## config.mk

```make
export PLATFORM = sky130hd
export DESIGN_NAME = positional_char_list
export DESIGN_NICKNAME = d
export VERILOG_FILES = /design/src/rtl/pcl_pkg.sv /design/src/rtl/pcl_front.sv /design/src/rtl/pcl_queue.sv /design/src/rtl/pcl_back.sv /design/src/rtl/positional_char_list.sv
export VERILOG_INCLUDE_DIRS = /design/src /design/src/rtl
export SDC_FILE = /design/constraint.sdc
export NUM_CORES = 1
export LEC_CHECK = 0
export ABC_AREA = 1
export BUFFER_PORTS_ARGS = -buffer_cell sky130_fd_sc_hd__buf_2
export CORE_ASPECT_RATIO = 0.9
export CORE_MARGIN = 2
export CORE_UTILIZATION = 45
export CTS_BUF_LIST = sky130_fd_sc_hd__clkbuf_4 sky130_fd_sc_hd__clkbuf_8 sky130_fd_sc_hd__clkbuf_16
export DETAILED_ROUTE_END_ITERATION = 12
export PLACE_DENSITY = 0.7
export RECOVER_POWER = 100
export SLEW_MARGIN = 20
export SYNTH_ARGS = -nofsm -noshare
export SYNTH_HDL_FRONTEND = slang
export SYNTH_SLANG_ARGS = --single-unit
```

## constraint.sdc

```tcl
create_clock -name aclk -period 4.8 [get_ports aclk]
set_clock_uncertainty 0.1 [all_clocks]
set_input_delay 0.48 -clock aclk [delete_from_list [all_inputs] [get_ports aclk]]
set_output_delay 0.48 -clock aclk [all_outputs]
set_load 0.03 [all_outputs]
```

## src/rtl/positional_char_list_defines.svh

```systemverilog
// Assertion macros shared by the positional character list RTL.
`ifndef POSITIONAL_CHAR_LIST_DEFINES_SVH
`define POSITIONAL_CHAR_LIST_DEFINES_SVH

// Same-cycle implication, checked outside reset.
`define PCL_ASSERT_NOW(lbl, clk, rstn, ante, cons, msg) \
    lbl: assert property (@(posedge clk) disable iff (!(rstn)) (ante) |-> (cons)) \
        else $error(msg);

// Next-cycle implication, checked outside reset.
`define PCL_ASSERT_NEXT(lbl, clk, rstn, ante, cons, msg) \
    lbl: assert property (@(posedge clk) disable iff (!(rstn)) (ante) |=> (cons)) \
        else $error(msg);

`endif

```

## src/rtl/pcl_pkg.sv

```systemverilog
// Shared types and constants for the positional character list.
package pcl_pkg;

    localparam int CAP_DEFAULT = 32;
    localparam int POS_W       = 6;
    localparam int VAL_W       = 8;

    typedef enum logic [1:0] {
        MODE_ADD    = 2'd0,
        MODE_DELETE = 2'd1,
        MODE_GET    = 2'd2,
        MODE_PRINT  = 2'd3
    } mode_t;

    typedef enum logic [1:0] {
        ST_ELEM   = 2'd0,
        ST_BADPOS = 2'd1,
        ST_EMPTY  = 2'd2,
        ST_FULL   = 2'd3
    } status_t;

    // Work the back end carries out for one classified request.
    typedef enum logic [2:0] {
        OP_INSERT = 3'd0,
        OP_REMOVE = 3'd1,
        OP_GET    = 3'd2,
        OP_PRINT  = 3'd3,
        OP_STATUS = 3'd4
    } op_t;

    typedef struct packed {
        op_t              op;
        logic [POS_W-1:0] slot;
        logic [VAL_W-1:0] value;
        status_t          status;
    } cmd_t;

endpackage

```

## src/rtl/pcl_front.sv

```systemverilog
// Request classifier: range and fill checks against a shadow entry count.
module pcl_front
    import pcl_pkg::*;
#(
    parameter int CAPACITY = CAP_DEFAULT,
    parameter int CNT_W    = $clog2(CAPACITY + 1)
) (
    input  logic             aclk,
    input  logic             aresetn,
    input  logic             req_valid,
    output logic             req_ready,
    input  logic [1:0]       req_mode,
    input  logic [POS_W-1:0] req_position,
    input  logic [VAL_W-1:0] req_value,
    output logic             push_valid,
    input  logic             push_ready,
    output cmd_t             push_cmd,
    output logic [CNT_W-1:0] fill_count
);

    localparam int CMP_W = ((CNT_W > POS_W) ? CNT_W : POS_W) + 1;

    logic [CNT_W-1:0] count_reg, count_next;
    logic [CMP_W-1:0] pos_ext, cnt_ext;
    logic             full, rank_ok, push, grow, shrink;

    assign pos_ext    = CMP_W'(req_position);
    assign cnt_ext    = CMP_W'(count_reg);
    assign full       = (count_reg == CNT_W'(CAPACITY));
    assign rank_ok    = (req_position != '0) && (pos_ext <= cnt_ext);
    assign req_ready  = push_ready;
    assign push_valid = req_valid;
    assign push       = req_valid && push_ready;
    assign fill_count = count_reg;

    always_comb begin
        push_cmd = '{op: OP_STATUS, slot: req_position, value: req_value, status: ST_BADPOS};
        grow     = 1'b0;
        shrink   = 1'b0;
        unique case (mode_t'(req_mode))
            MODE_ADD: begin
                if (full) begin
                    push_cmd.status = ST_FULL;
                end else if (pos_ext <= cnt_ext + CMP_W'(1)) begin
                    push_cmd.op   = OP_INSERT;
                    push_cmd.slot = (req_position <= POS_W'(1)) ? '0
                                                                 : req_position - POS_W'(1);
                    grow          = 1'b1;
                end
            end
            MODE_DELETE: begin
                if (rank_ok) begin
                    push_cmd.op   = OP_REMOVE;
                    push_cmd.slot = req_position - POS_W'(1);
                    shrink        = 1'b1;
                end
            end
            MODE_GET: begin
                if (rank_ok) begin
                    push_cmd.op   = OP_GET;
                    push_cmd.slot = req_position - POS_W'(1);
                end
            end
            MODE_PRINT: begin
                if (count_reg == '0) begin
                    push_cmd.status = ST_EMPTY;
                end else begin
                    push_cmd.op = OP_PRINT;
                end
            end
            default: ;
        endcase
    end

    always_comb begin
        count_next = count_reg;
        if (push && grow) begin
            count_next = count_reg + CNT_W'(1);
        end else if (push && shrink) begin
            count_next = count_reg - CNT_W'(1);
        end
    end

    always_ff @(posedge aclk) begin
        if (!aresetn) begin
            count_reg <= '0;
        end else begin
            count_reg <= count_next;
        end
    end

endmodule

```

## src/rtl/pcl_queue.sv

```systemverilog
// Two-entry command queue between classifier and executor.
module pcl_queue
    import pcl_pkg::*;
(
    input  logic aclk,
    input  logic aresetn,
    input  logic in_valid,
    output logic in_ready,
    input  cmd_t in_cmd,
    output logic out_valid,
    input  logic out_ready,
    output cmd_t out_cmd
);

    cmd_t       slot_reg [2];
    logic       wr_ptr_reg, wr_ptr_next;
    logic       rd_ptr_reg, rd_ptr_next;
    logic [1:0] used_reg, used_next;
    logic       wr, rd;

    assign in_ready  = (used_reg != 2'd2);
    assign out_valid = (used_reg != 2'd0);
    assign out_cmd   = slot_reg[rd_ptr_reg];
    assign wr        = in_valid && in_ready;
    assign rd        = out_valid && out_ready;

    always_comb begin
        wr_ptr_next = wr ? ~wr_ptr_reg : wr_ptr_reg;
        rd_ptr_next = rd ? ~rd_ptr_reg : rd_ptr_reg;
        used_next   = used_reg;
        if (wr && !rd) begin
            used_next = used_reg + 2'd1;
        end else if (rd && !wr) begin
            used_next = used_reg - 2'd1;
        end
    end

    always_ff @(posedge aclk) begin
        if (wr) begin
            slot_reg[wr_ptr_reg] <= in_cmd;
        end
    end

    always_ff @(posedge aclk) begin
        if (!aresetn) begin
            wr_ptr_reg <= 1'b0;
            rd_ptr_reg <= 1'b0;
            used_reg   <= 2'd0;
        end else begin
            wr_ptr_reg <= wr_ptr_next;
            rd_ptr_reg <= rd_ptr_next;
            used_reg   <= used_next;
        end
    end

endmodule

```

## src/rtl/pcl_back.sv

```systemverilog
// Executor: shifting entry store, print sequencer and result register.
module pcl_back
    import pcl_pkg::*;
#(
    parameter int CAPACITY = CAP_DEFAULT,
    parameter int CNT_W    = $clog2(CAPACITY + 1),
    parameter int IDX_W    = $clog2(CAPACITY)
) (
    input  logic             aclk,
    input  logic             aresetn,
    input  logic             cmd_valid,
    output logic             cmd_pop,
    input  cmd_t             cmd,
    output logic             res_valid,
    input  logic             res_ready,
    output logic [VAL_W-1:0] res_value,
    output logic [1:0]       res_status,
    output logic             res_last
);

    logic [VAL_W-1:0] store_reg [CAPACITY];
    logic [VAL_W-1:0] store_next [CAPACITY];
    logic [CNT_W-1:0] count_reg, count_next;
    logic [IDX_W-1:0] idx_reg, idx_next;
    logic             m_valid_reg, m_valid_next;
    logic [VAL_W-1:0] m_value_reg, m_value_next;
    status_t          m_status_reg, m_status_next;
    logic             m_last_reg, m_last_next;

    logic [IDX_W-1:0] slot, rd_addr;
    logic [VAL_W-1:0] rd_data;
    logic             can_emit, print_end;

    assign slot      = cmd.slot[IDX_W-1:0];
    assign rd_addr   = (cmd.op == OP_PRINT) ? idx_reg : slot;
    assign rd_data   = store_reg[rd_addr];
    assign can_emit  = !m_valid_reg || res_ready;
    assign print_end = (CNT_W'(idx_reg) + CNT_W'(1)) == count_reg;

    always_comb begin
        store_next    = store_reg;
        count_next    = count_reg;
        idx_next      = idx_reg;
        cmd_pop       = 1'b0;
        m_valid_next  = m_valid_reg && !res_ready;
        m_value_next  = m_value_reg;
        m_status_next = m_status_reg;
        m_last_next   = m_last_reg;
        if (cmd_valid) begin
            unique case (cmd.op) inside
                OP_INSERT: begin
                    for (int j = 0; j < CAPACITY; j++) begin
                        if (IDX_W'(j) == slot) begin
                            store_next[j] = cmd.value;
                        end else if (j > 0 && IDX_W'(j) > slot) begin
                            store_next[j] = store_reg[(j > 0) ? j - 1 : 0];
                        end
                    end
                    count_next = count_reg + CNT_W'(1);
                    cmd_pop    = 1'b1;
                end
                OP_REMOVE: begin
                    for (int j = 0; j < CAPACITY - 1; j++) begin
                        if (IDX_W'(j) >= slot) begin
                            store_next[j] = store_reg[j + 1];
                        end
                    end
                    count_next = count_reg - CNT_W'(1);
                    cmd_pop    = 1'b1;
                end
                OP_GET, OP_STATUS: begin
                    if (can_emit) begin
                        m_valid_next  = 1'b1;
                        m_value_next  = (cmd.op == OP_GET) ? rd_data : '0;
                        m_status_next = (cmd.op == OP_GET) ? ST_ELEM : cmd.status;
                        m_last_next   = 1'b1;
                        cmd_pop       = 1'b1;
                    end
                end
                OP_PRINT: begin
                    if (can_emit) begin
                        m_valid_next  = 1'b1;
                        m_value_next  = rd_data;
                        m_status_next = ST_ELEM;
                        m_last_next   = print_end;
                        if (print_end) begin
                            idx_next = '0;
                            cmd_pop  = 1'b1;
                        end else begin
                            idx_next = idx_reg + IDX_W'(1);
                        end
                    end
                end
                default: cmd_pop = 1'b1;
            endcase
        end
    end

    always_ff @(posedge aclk) begin
        store_reg    <= store_next;
        m_value_reg  <= m_value_next;
        m_status_reg <= m_status_next;
        m_last_reg   <= m_last_next;
    end

    always_ff @(posedge aclk) begin
        if (!aresetn) begin
            count_reg   <= '0;
            idx_reg     <= '0;
            m_valid_reg <= 1'b0;
        end else begin
            count_reg   <= count_next;
            idx_reg     <= idx_next;
            m_valid_reg <= m_valid_next;
        end
    end

    assign res_valid  = m_valid_reg;
    assign res_value  = m_value_reg;
    assign res_status = m_status_reg;
    assign res_last   = m_last_reg;

endmodule

```

## src/rtl/positional_char_list.sv

```systemverilog
// Top level of the positional character list: classifier, queue, executor.
//
// A bounded ordered list of bytes addressed by one-based rank. Each request
// on s_* is add (insert at a rank, ranks 0 and 1 meaning the front), delete,
// get, or print. The front end checks the rank and the fill level against
// its own copy of the entry count, so a request is classified the cycle it
// is accepted, and hands a command into a two-entry queue; s_ready is low
// only while that queue is full. The back end executes one command at a time
// on a row of byte registers that shift in parallel: an add or a delete
// gives no result, a get or any error gives one result, and a print gives
// one result per stored entry, in list order with m_last on the final one
// (a print of an empty list gives one "list empty" result). Results sit in
// an output register, so adds and deletes go on while one waits on m_ready;
// gets, errors and prints wait for it. Sustained rate is thus one request
// per cycle while m_ready keeps up, except that a print holds the back end
// until its last entry is given. Status codes: 0 element, 1 invalid
// position, 2 list empty, 3 list full (an add to a full list is dropped).
`include "positional_char_list_defines.svh"

module positional_char_list
    import pcl_pkg::*;
#(
    parameter int CAPACITY = CAP_DEFAULT
) (
    input  logic             aclk,
    input  logic             aresetn,
    input  logic             s_valid,
    output logic             s_ready,
    input  logic [1:0]       s_mode,
    input  logic [POS_W-1:0] s_position,
    input  logic [VAL_W-1:0] s_value_in,
    output logic             m_valid,
    input  logic             m_ready,
    output logic [VAL_W-1:0] m_value_out,
    output logic [1:0]       m_status,
    output logic             m_last
);

    localparam int CNT_W = $clog2(CAPACITY + 1);

    // classified commands, front to back
    logic             push_valid, push_ready;
    cmd_t             push_cmd;
    logic             q_valid, q_pop;
    cmd_t             q_cmd;
    logic [CNT_W-1:0] fill_count;

    pcl_front #(
        .CAPACITY (CAPACITY)
    ) u_front (
        .aclk         (aclk),
        .aresetn      (aresetn),
        .req_valid    (s_valid),
        .req_ready    (s_ready),
        .req_mode     (s_mode),
        .req_position (s_position),
        .req_value    (s_value_in),
        .push_valid   (push_valid),
        .push_ready   (push_ready),
        .push_cmd     (push_cmd),
        .fill_count   (fill_count)
    );

    pcl_queue u_queue (
        .aclk      (aclk),
        .aresetn   (aresetn),
        .in_valid  (push_valid),
        .in_ready  (push_ready),
        .in_cmd    (push_cmd),
        .out_valid (q_valid),
        .out_ready (q_pop),
        .out_cmd   (q_cmd)
    );

    pcl_back #(
        .CAPACITY (CAPACITY)
    ) u_back (
        .aclk       (aclk),
        .aresetn    (aresetn),
        .cmd_valid  (q_valid),
        .cmd_pop    (q_pop),
        .cmd        (q_cmd),
        .res_valid  (m_valid),
        .res_ready  (m_ready),
        .res_value  (m_value_out),
        .res_status (m_status),
        .res_last   (m_last)
    );

    // the classifier's count never passes the capacity
    `PCL_ASSERT_NOW(a_count_bound, aclk, aresetn, 1'b1,
        fill_count <= CNT_W'(CAPACITY), "entry count above capacity")

    // status results carry a zero byte
    `PCL_ASSERT_NOW(a_status_zero, aclk, aresetn, m_valid && (m_status != ST_ELEM),
        m_value_out == '0, "status result with nonzero value")

    // every status result is the only result of its request
    `PCL_ASSERT_NOW(a_status_last, aclk, aresetn, m_valid && (m_status != ST_ELEM),
        m_last, "status result without last")

endmodule

```

==> flow_results.org <==
** Outcome
- Result of the run :: finished, violations left
- The final reports fail on capacitance limit, slew limit.

** STA
- Setup repair after global routing missed its margin :: no
- Setup violations remaining at the end of the flow were counted as 0.
- Dividing the final minimum period by the clock period gives 0.857.
- Measured against its own limit, the worst slew margin works out to -0.379.
- Subtracting the final worst setup slack from the clock period gives 4110 ps.
- Transition at the pin with the smallest max-transition slack :: 2070 ps
- Achievable frequency :: 0.243 GHz
- For the final routed database, the setup TNS stands at 0 ps.
- The final number of max-transition violations came to 213.
- Post-layout worst setup margin :: 687 ps
- The number of failing hold endpoints at the final stage came to 0.

** Placement
- Detailed placement finished with a half-perimeter wire length of 39800 um.
- IO buf count :: 32
- Summing all placed instances gives a cell area of 21000 um^2.
- Pre-CTS setup slack :: 1110 ps
- Routability-driven placement finished with a final weighted congestion of 0.925.

** Synthesis
- Of the synthesized area, sequential elements account for 0.468.
- Yosys printed 0 warnings.
- Counting distinct cell types in the post-synthesis netlist gives 44.
- Async SR Flop Fraction :: 0
- Top post-synthesis cells by count :: 616 x nand2_1, 303 x edfxtp_1, 303 x inv_1
- In this run the mean area of a mapped cell was 8.10 um^2.
- Top-count cell post-synth :: nand2_1
- Area share of the largest cell type after synthesis :: 0.446
- Summed over all instances, the cell type with the most area after synthesis is edfxtp_1.
- Count of mapped cells out of synthesis :: 2521
- Number of synthesized flops with an enable pin :: 303
- Ranked by total cell area, the synthesized netlist is headed by edfxtp_1 45%, nand2_1 11%, o211ai_1 6.7%.
- Synthesis inferred 326 register bits.
- Net count of the mapped netlist :: 2576
- Area of the mapped netlist :: 20400 um^2
- Dominant register cell in the synthesized netlist :: edfxtp_1

** Global routing
- GRT Total Usage :: 0.245
- Number of antenna violations at the first check in global routing :: 0
- The first global-routing pass estimated 92200 um of wire.
- Pin count of the biggest net entering global routing :: 133
- The via count of the first global-routing pass came to 17100.
- Final global-route overflow total :: 0

** Layout
- Utilization after layout :: 0.490
- Number of diodes :: 0
- Count of fill cells added during filler insertion :: 4255
- Number of flip-flops in the largest register :: 256
- From synthesis to final layout, the design area changed by 8.17%.
- Proportion of layout cells with a drive suffix above 1 :: 0.0594
- Final cell area excluding filler cells :: 22100 um^2
- The net count of the finished layout is 2521.

** Detailed routing
- Detail-routed net length per standard cell :: 18.8 um
- Count of vias placed by the detailed router :: 18000
- Summed over all layers, the routed wires come to 58200 um.
- After detailed routing, the number of remaining DRC violations is 0.
- Remaining antenna violation count :: 0
- Vias per cell :: 5.79
- Before antenna repair, the detailed router went through 7 iterations.
- Starting DRT DRC Count :: 2371

** Clock tree
- H-tree levels :: 2
- The clock drives 326 sinks.
- Clk pin slew, worst setup/hold paths :: 60 ps
- Clock tree from TritonCTS :: done
- TritonCTS Buffers :: 37
- After clock tree synthesis, the repair step resized 0 gates.
- Worst skew pair latency :: 560 ps
- The tree is rooted in a clkbuf_16.
- Counting along the longest clock path gives a buffer depth of 3.

** Worst setup path
- Critical Path Max Stage Delay :: 800 ps
- In this design, the largest share of critical-path delay is due to simple AND/OR/NAND/NOR gates.
- Type of element launching the critical path :: register
- For flop-to-flop paths, the worst setup slack is 690 ps.
- Type of the setup path with the least slack :: reg -> reg
- Along the worst path, the maximum fanout reaches 60.
- Critical Path Sink Type :: register
- CP arrival :: 4330 ps
- Data on the critical path is required at its endpoint by 5020 ps.
- The most numerous cell type found on the critical path is nand2_1.
- Slowest stage cell on the critical path :: nand2_2
- The critical path contains buffers and inverters numbering 2 combined.
- Ordered list of cells on the worst path :: buf_4 -> nand2_1 -> nand2_1 -> nand2_1 -> nand2_2 -> buf_12 -> nand2_1 -> nand3_1 -> nand3_1 -> nand3_1 -> nand2_1 -> nor2_1 -> nor2_1

** Job
- Across the run, the number of max-cap violations was 6.

** Floorplan
- After floorplanning, the core was divided into 74 placement rows.
- Count of pins on the block boundary :: 33
- Core outline area :: 45100 um^2
- Horiz. Die Dim :: 229 um
- Effective utilization at floorplan :: 0.453
- Die area :: 47100 um^2
- Vertical die dimension :: 206 um

** Power and ir drop
- Summing internal, switching and leakage power gives 0.0133 W.
- Highest ir drop seen on vdd :: 0.465 mV
- Power density normalized to cell area :: 601 nW/um^2
- For this design the static power due to leakage is 8.61 nW.

** Hold path
- Type of the tightest min-delay check :: in -> reg
cell usage in the layout (no fill, tap or decap), drive strengths merged:
master         n
nor4           2
bufinv         7
edfxtp       303
nor3           7
dlygate4sd3    4
fa             2
a21oi        120
and3           1
dfxtp         23
o21bai         1
clkbuf        80
xor2          13
a21o           3
nand4          6
clkinv        11
o22ai          1
nor2         109
o211ai       182
o31ai          1
ha            33
or2            4
nand2        631
xnor2          5
nand3        244
mux2i          8
o21ai        327
inv          325
o21a           4
buf           36
what timing repair did:
item                                    in CTS  in global routing
hold buffers                                 4                  0
hold endpoints to repair                     8                  0
endpoints found under the setup margin       0                  0
buffers inserted                             0                  0
cells by family after synthesis:
family / after synthesis / share of synthesized area
xor+xnor: 18 / 0.00772
compound gates: 639 / 0.182
fa+ha+maj: 35 / 0.0222
mux: 8 / 0.00392
simple gates: 1004 / 0.214
buf+inv: 491 / 0.102
flops: 326 / 0.468
per-stage QoR:
stage | hold WS, ps | std cells
floorplan | 352 | 2521
global placement | 366 | 3029
CTS | 6.86 | 3099
finish | 24.3 | 3101
global route | 14.3 | 3101
detailed placement | 383 | 3029
area by class of cell:
class / count / area [um^2] / area share
sequential: 326 / 9560 / 0.433
tap: 608 / 761 / 0.0344
timing repair buffer: 72 / 459 / 0.0208
multi-input combinational: 1704 / 8750 / 0.396
clock buffer: 48 / 1040 / 0.0472
inverter: 325 / 1240 / 0.0562
clock inverter: 18 / 270 / 0.0122
final timing paths:
check                           from                      to  cells past startpoint
setup / recovery            register     u_back.res_value[6]                     13
hold / removal         s_value_in[5]  u_queue.slot_reg[1][7]                      1
setup reg to reg            register     u_back.res_value[6]                     13
hold reg to reg   u_queue.rd_ptr_reg      u_queue.rd_ptr_reg                      2
routing by layer:
metal	share of wire	track usage	vias to the layer above	wire length (um)
met5	0	0	-	0
met4	0.029	0.0871	0	1710
met3	0.096	0.0421	119	5610
met2	0.45	0.384	942	25900
met1	0.43	0.342	8436	25000
li1	-	-	8467	-
power by group:
part,leakage (nW),switching [W],internal [W]
sequential,2.95,0.000272,0.00393
clock,0.653,0.00119,0.00191
combinational,5.00,0.00431,0.00167
total,8.61,0.00577,0.00751
(Power assumes the default switching activity.)
